### src/design/cfd_pkg.sv
// package for the checksummed frame deframer
// holds header, result kind and position codes, the decoded result struct and is_header; no dependencies
`default_nettype none

package cfd_pkg;

    localparam logic [7:0] HDR_ADC   = 8'h81;
    localparam logic [7:0] HDR_FREQ  = 8'ha1;
    localparam logic [7:0] HDR_WACK  = 8'hb1;
    localparam logic [7:0] HDR_POWER = 8'hc1;
    localparam logic [7:0] HDR_EACK  = 8'he1;

    localparam logic [2:0] KIND_ADC   = 3'd0;
    localparam logic [2:0] KIND_FREQ  = 3'd1;
    localparam logic [2:0] KIND_MASK  = 3'd2;
    localparam logic [2:0] KIND_POWER = 3'd3;
    localparam logic [2:0] KIND_WACK  = 3'd4;
    localparam logic [2:0] KIND_EACK  = 3'd5;

    localparam logic [1:0] POS_HUNT  = 2'd0;
    localparam logic [1:0] POS_BODY0 = 2'd1;
    localparam logic [1:0] POS_BODY1 = 2'd2;
    localparam logic [1:0] POS_CSUM  = 2'd3;

    typedef struct packed {
        logic [2:0] frame_kind;
        logic [2:0] channel;
        logic [9:0] adc_value;
        logic [7:0] body_first;
        logic [7:0] body_second;
    } cfd_result_t;

    function automatic logic is_header(input logic [7:0] b);
        return (b == HDR_ADC) || (b == HDR_FREQ) || (b == HDR_WACK)
            || (b == HDR_POWER) || (b == HDR_EACK);
    endfunction

endpackage

`default_nettype wire

### src/design/checksummed_frame_deframer_top.sv
// latency: a result appears in the cycle after its checksum byte is accepted, if the checksum matches
// throughput: one byte per cycle; only the checksum byte waits while a result is stalled
// the single result register sets the rate; frame bytes are held in registers
// reset: asynchronous active low, returns to hunting for a header with no result pending
// top level of the checksummed frame deframer; uses cfd_pkg and cfd_decode
`default_nettype none

module checksummed_frame_deframer_top
    import cfd_pkg::*;
(
    input  wire logic       clk,
    input  wire logic       rst_n,
    input  wire logic       rx_valid,
    output logic            rx_stall,
    input  wire logic [7:0] rx_byte,
    output logic            res_valid,
    input  wire logic       res_stall,
    output logic [2:0]      frame_kind,
    output logic [2:0]      channel,
    output logic [9:0]      adc_value,
    output logic [7:0]      body_first,
    output logic [7:0]      body_second
);

    logic [1:0]  pos_reg, pos_next;
    logic [7:0]  header_reg, header_next;
    logic [7:0]  body0_reg, body0_next;
    logic [7:0]  body1_reg, body1_next;
    logic        valid_reg, valid_next;
    cfd_result_t result_reg, result_next;
    cfd_result_t decoded;
    logic        rx_take;
    logic        out_take;
    logic [7:0]  csum;

    cfd_decode u_decode (
        .header (header_reg),
        .body0  (body0_reg),
        .body1  (body1_reg),
        .result (decoded)
    );

    // only a checksum item can produce a result, so only it must wait
    assign rx_stall = valid_reg && res_stall && (pos_reg == POS_CSUM);
    assign rx_take  = rx_valid && !rx_stall;
    assign out_take = valid_reg && !res_stall;
    assign csum     = header_reg + body0_reg + body1_reg;

    always_comb
    begin
        pos_next    = pos_reg;
        header_next = header_reg;
        body0_next  = body0_reg;
        body1_next  = body1_reg;
        valid_next  = out_take ? 1'b0 : valid_reg;
        result_next = result_reg;
        if (rx_take)
        begin
            unique case (pos_reg)
                POS_HUNT:
                begin
                    if (is_header(rx_byte))
                    begin
                        header_next = rx_byte;
                        pos_next    = POS_BODY0;
                    end
                end
                POS_BODY0:
                begin
                    body0_next = rx_byte;
                    pos_next   = POS_BODY1;
                end
                POS_BODY1:
                begin
                    body1_next = rx_byte;
                    pos_next   = POS_CSUM;
                end
                default:
                begin
                    pos_next = POS_HUNT;
                    if (csum == rx_byte)
                    begin
                        valid_next  = 1'b1;
                        result_next = decoded;
                    end
                end
            endcase
        end
    end

    always_ff @(posedge clk or negedge rst_n)
    begin
        if (!rst_n)
        begin
            pos_reg    <= POS_HUNT;
            header_reg <= '0;
            body0_reg  <= '0;
            body1_reg  <= '0;
            valid_reg  <= 1'b0;
        end
        else
        begin
            pos_reg    <= pos_next;
            header_reg <= header_next;
            body0_reg  <= body0_next;
            body1_reg  <= body1_next;
            valid_reg  <= valid_next;
        end
    end

    always_ff @(posedge clk)
    begin
        result_reg <= result_next;
    end

    assign res_valid   = valid_reg;
    assign frame_kind  = result_reg.frame_kind;
    assign channel     = result_reg.channel;
    assign adc_value   = result_reg.adc_value;
    assign body_first  = result_reg.body_first;
    assign body_second = result_reg.body_second;

    // a new result only follows an accepted checksum item
    a_result_from_csum: assert property (@(posedge clk) disable iff (!rst_n)
        (!valid_reg || out_take) ##1 valid_reg
        |-> $past(rx_take) && $past(pos_reg) == POS_CSUM)
        else $error("result without checksum item");

    // the frame position always returns to hunting after a checksum item
    a_csum_to_hunt: assert property (@(posedge clk) disable iff (!rst_n)
        rx_take && pos_reg == POS_CSUM |=> pos_reg == POS_HUNT)
        else $error("position did not return to hunting");

    // a pending result is never overwritten while stalled
    a_hold_result: assert property (@(posedge clk) disable iff (!rst_n)
        valid_reg && res_stall |=> valid_reg && $stable(result_reg))
        else $error("stalled result changed");

    // only the checksum item is ever held back
    a_stall_only_csum: assert property (@(posedge clk) disable iff (!rst_n)
        rx_stall |-> pos_reg == POS_CSUM && valid_reg)
        else $error("non-checksum item stalled");

endmodule

`default_nettype wire

### src/design/cfd_decode.sv
// frame decoder: turns a held header and two body bytes into one result
// depends on cfd_pkg
`default_nettype none

module cfd_decode
    import cfd_pkg::*;
(
    input  wire logic [7:0]  header,
    input  wire logic [7:0]  body0,
    input  wire logic [7:0]  body1,
    output cfd_result_t      result
);

    always_comb
    begin
        result = '0;
        unique case (header)
            HDR_ADC:
            begin
                result.frame_kind = KIND_ADC;
                result.channel    = body0[6:4];
                result.adc_value  = {body0[1:0], body1};
            end
            HDR_FREQ:
            begin
                result.frame_kind  = body0[7] ? KIND_FREQ : KIND_MASK;
                result.body_second = body1;
            end
            HDR_POWER:
            begin
                result.frame_kind  = KIND_POWER;
                result.body_first  = body0;
                result.body_second = body1;
            end
            HDR_EACK:
            begin
                result.frame_kind = KIND_EACK;
            end
            default:
            begin
                result.frame_kind = KIND_WACK;
            end
        endcase
    end

endmodule

`default_nettype wire
### config.mk
export PLATFORM = sky130hd
export DESIGN_NAME = checksummed_frame_deframer_top
export DESIGN_NICKNAME = d
export VERILOG_FILES = /design/src/design/cfd_pkg.sv /design/src/design/checksummed_frame_deframer_top.sv /design/src/design/cfd_decode.sv
export SDC_FILE = /design/constraint.sdc
export NUM_CORES = 1
export LEC_CHECK = 0
export ABC_AREA = 1
export BUFFER_PORTS_ARGS = -buffer_cell sky130_fd_sc_hd__buf_4
export CORE_MARGIN = 3
export CORE_UTILIZATION = 35
export CTS_BUF_LIST = sky130_fd_sc_hd__clkbuf_2
export DETAILED_ROUTE_END_ITERATION = 16
export GPL_TIMING_DRIVEN = 0
export PLACE_DENSITY = 0.56
export REMOVE_ABC_BUFFERS = 1
export SYNTH_ARGS = -nofsm -noshare
export SYNTH_HDL_FRONTEND = slang
export SYNTH_SLANG_ARGS = --single-unit
### constraint.sdc
create_clock -name clk -period 8 [get_ports clk]
set_clock_uncertainty 0.2 [all_clocks]
set_input_delay 1.6 -clock clk [delete_from_list [all_inputs] [get_ports clk]]
set_output_delay 1.6 -clock clk [all_outputs]
set_load 0.02 [all_outputs]
==> results by group <==
Outcome
  – Run status: finished, final reports clean

Timing
  – Setup Viol. Count Final: 0
  – Total negative setup slack: 0 ns
  – Worst slew pin tran: 1.15 ns
  – Hold Fails Final Rpt: 0
  – Slew headroom: 0.234
  – RSZ-0062 raised after global routing: no
  – Maximum clock frequency: 0.265 GHz
  – Final Critical Period: 3.78 ns
  – Worst Slack Setup Final: 4.22 ns
  – Pins Over Slew Limit: 0
  – Final Cycle Share: 0.472

Setup path
  – CP max-delay cell: buf_4
  – Crit. End Element: output port
  – Critical path startpoint category: input pin
  – CP most frequent cell: buf_4
  – WP data required: 6.20 ns
  – WS Path Type: in -> out
  – Slowest stage delay, CP: 0.15 ns
  – Crit Path Max Fanout: 2
  – Worst path arrival time: 1.98 ns
  – Cell-by-cell trace of the critical path: buf_4 > nand3_1 > inv_1 > buf_4

Global route
  – Initial antenna violation count: 0
  – First-pass GRT wire length: 9530 µm
  – Grt total ovfl: 0
  – Vias in the first global route: 1968
  – All-layer global routing usage: 0.129
  – Largest net degree at the start of global routing: 33

Logic synthesis
  – Synth unique cells: 26
  – Mapped Cells: 299
  – Yosys warns: 0
  – Syn Area/Cell: 9.75 µm²
  – Synth Register Bits: 59
  – Register area share after synthesis: 0.561
  – Netlist Area Pre-Place: 2920 µm²

Placed design
  – # port buffers: 45
  – Routability cong.: 0.839
  – DP Worst Slack: 4.07 ns
  – DP Cell Count: 442
  – Detailed Place HPWL: 4120 µm
  – Area post-placement: 3350 µm²

Drt
  – Initial DRC count: 60
  – DRC: 0
  – Post-DRT Antenna Nets: 0
  – Vias/cell: 4.45
  – Vias: 2036
  – WL per Instance: 12.1 µm
  – Drt pass-1 iters: 6
  – WL final: 5560 µm

CTS
  – Cts hold-fix bufs: 0
  – Latest clock arrival within the worst-skew pair: 0.47 ns
  – Clk slew on worst S/H paths: 0.15 ns
  – CTS Buf Count: 9
  – CTS tree: done
  – Sink Count: 59
  – Clock root cell: clkbuf_2
  – Post-cts gate resize count: 0
  – Postcts setup bufs: 0
  – H-tree Lvls: 3
  – CTS max path bufs: 2

Finish
  – Most common cell after layout, fill and taps aside: nand2_1
  – Fin area: 3430 µm²
  – Largest register FFs: 10
  – NumNets Final: 381
  – Synth-to-layout area growth: 17.7%
  – Antenna cells: 0
  – # fillers: 776
  – Most frequent cells in the layout: 66 x nand2_1, 54 x inv_1, 45 x buf_4
  – Final Instance Count excl. Fillers: 458
  – Layout cells sized above 1: 0.185

Die
  – Ports: 46
  – Initial Util: 0.370
  – Core Region: 7890 µm²
  – Die area: 9460 µm²
  – Chip height: 97.3 µm
  – Die Wd: 97.3 µm
  – Rows: 32

Power and ir drop
  – Pleak: 1.73 nW
  – Peak VDD IR: 0.116 mV
  – Power Density: 313 nW/µm²

Hold path
  – Hold Path Class: reg -> reg

Run
  – MaxCap Viol Count: 0
[critical path: cells and delay by family]
| kind | cells | cell delay, ns |
|---|---|---|
| buf+inv | 3 | 0.31 |
| simple gates | 1 | 0.07 |
[through the flow]
step | hold slack [ns] | total power, mW | utilization
floorplan | 0.294 | 0.826 | -
global placement | 0.301 | 0.926 | 0.425
detailed placement | 0.300 | 0.938 | 0.425
CTS | 0.338 | 1.09 | 0.435
global route | 0.353 | 1.21 | 0.435
finish | 0.332 | 1.07 | 0.435
[Yosys cell counts]
| cell | number | share of area |
|---|---|---|
| inv_2 | 1 | 0.0013 |
| edfxtp_1 | 32 | 0.33 |
| nor4_1 | 1 | 0.0021 |
| fa_1 | 8 | 0.055 |
| nand4_2 | 1 | 0.0043 |
| o211ai_1 | 1 | 0.0026 |
| or2_2 | 1 | 0.0021 |
| dfrtp_1 | 27 | 0.23 |
| xor2_1 | 2 | 0.0060 |
| xnor2_1 | 3 | 0.0090 |
| o21ai_0 | 23 | 0.039 |
| a21oi_1 | 11 | 0.019 |
| nand3_2 | 1 | 0.0034 |
| nor3_1 | 1 | 0.0017 |
| nand3_4 | 1 | 0.0060 |
| a21oi_2 | 1 | 0.0030 |
| buf_6 | 1 | 0.0039 |
| nand2_1 | 66 | 0.085 |
| nor3_4 | 1 | 0.0056 |
| nand4_1 | 3 | 0.0064 |
| nor2_1 | 32 | 0.041 |
| inv_1 | 54 | 0.070 |
| nand3_1 | 13 | 0.022 |
| o21ai_1 | 1 | 0.0017 |
| buf_2 | 3 | 0.0051 |
| ha_1 | 10 | 0.043 |
[cell families (layout without fill, tap and decap cells)]
| group | after synthesis | in the layout | share of synthesized area |
|---|---|---|---|
| buf+inv | 59 | 116 | 0.0798 |
| xor+xnor | 5 | 5 | 0.0150 |
| simple gates | 121 | 121 | 0.180 |
| fa+ha+maj | 18 | 18 | 0.0979 |
| compound gates | 37 | 37 | 0.0657 |
| flops | 59 | 59 | 0.561 |
[cell type report]
type,instances,area [µm²],share of cell area
flip-flops and latches,59,1640,0.477
multi-input cells,181,1050,0.305
repair buffers,45,338,0.0984
inverters,55,206,0.0602
well taps,102,128,0.0372
clock buffers,12,60.1,0.0175
clock inverters,4,17.5,0.00510
[per-layer routing]
metal / share of wire / vias to the layer above / GRT usage / routed length [µm]
met5: 0 / - / 0 / 0
met4: 0.014 / 0 / 0.0639 / 79
met3: 0.042 / 8 / 0.0258 / 232
met2: 0.45 / 37 / 0.194 / 2520
met1: 0.49 / 931 / 0.178 / 2730
li1: - / 1060 / - / -
[worst paths after layout]
check / from / end / slack, ns / depth (start not counted)
min: res_valid / res_valid / 0.33 / 2
max: res_stall / rx_stall / 4.22 / 4
min reg2reg: res_valid / res_valid / 0.33 / 2
min in group asynchronous: rst_n / pos_reg[1] / 0.83 / 1
max in group asynchronous: rst_n / body0_reg[0] / 6.49 / 1
max reg2reg: header_reg[1] / body_second[7] / 4.32 / 10
[power breakdown]
part / internal, mW / leakage (nW) / switching (mW)
Combinational: 0.203 / 0.973 / 0.297
Clock: 0.0420 / 0.0608 / 0.103
Sequential: 0.370 / 0.697 / 0.0575
Total: 0.615 / 1.73 / 0.458
Note: power is estimated with default switching activity, not from simulation.
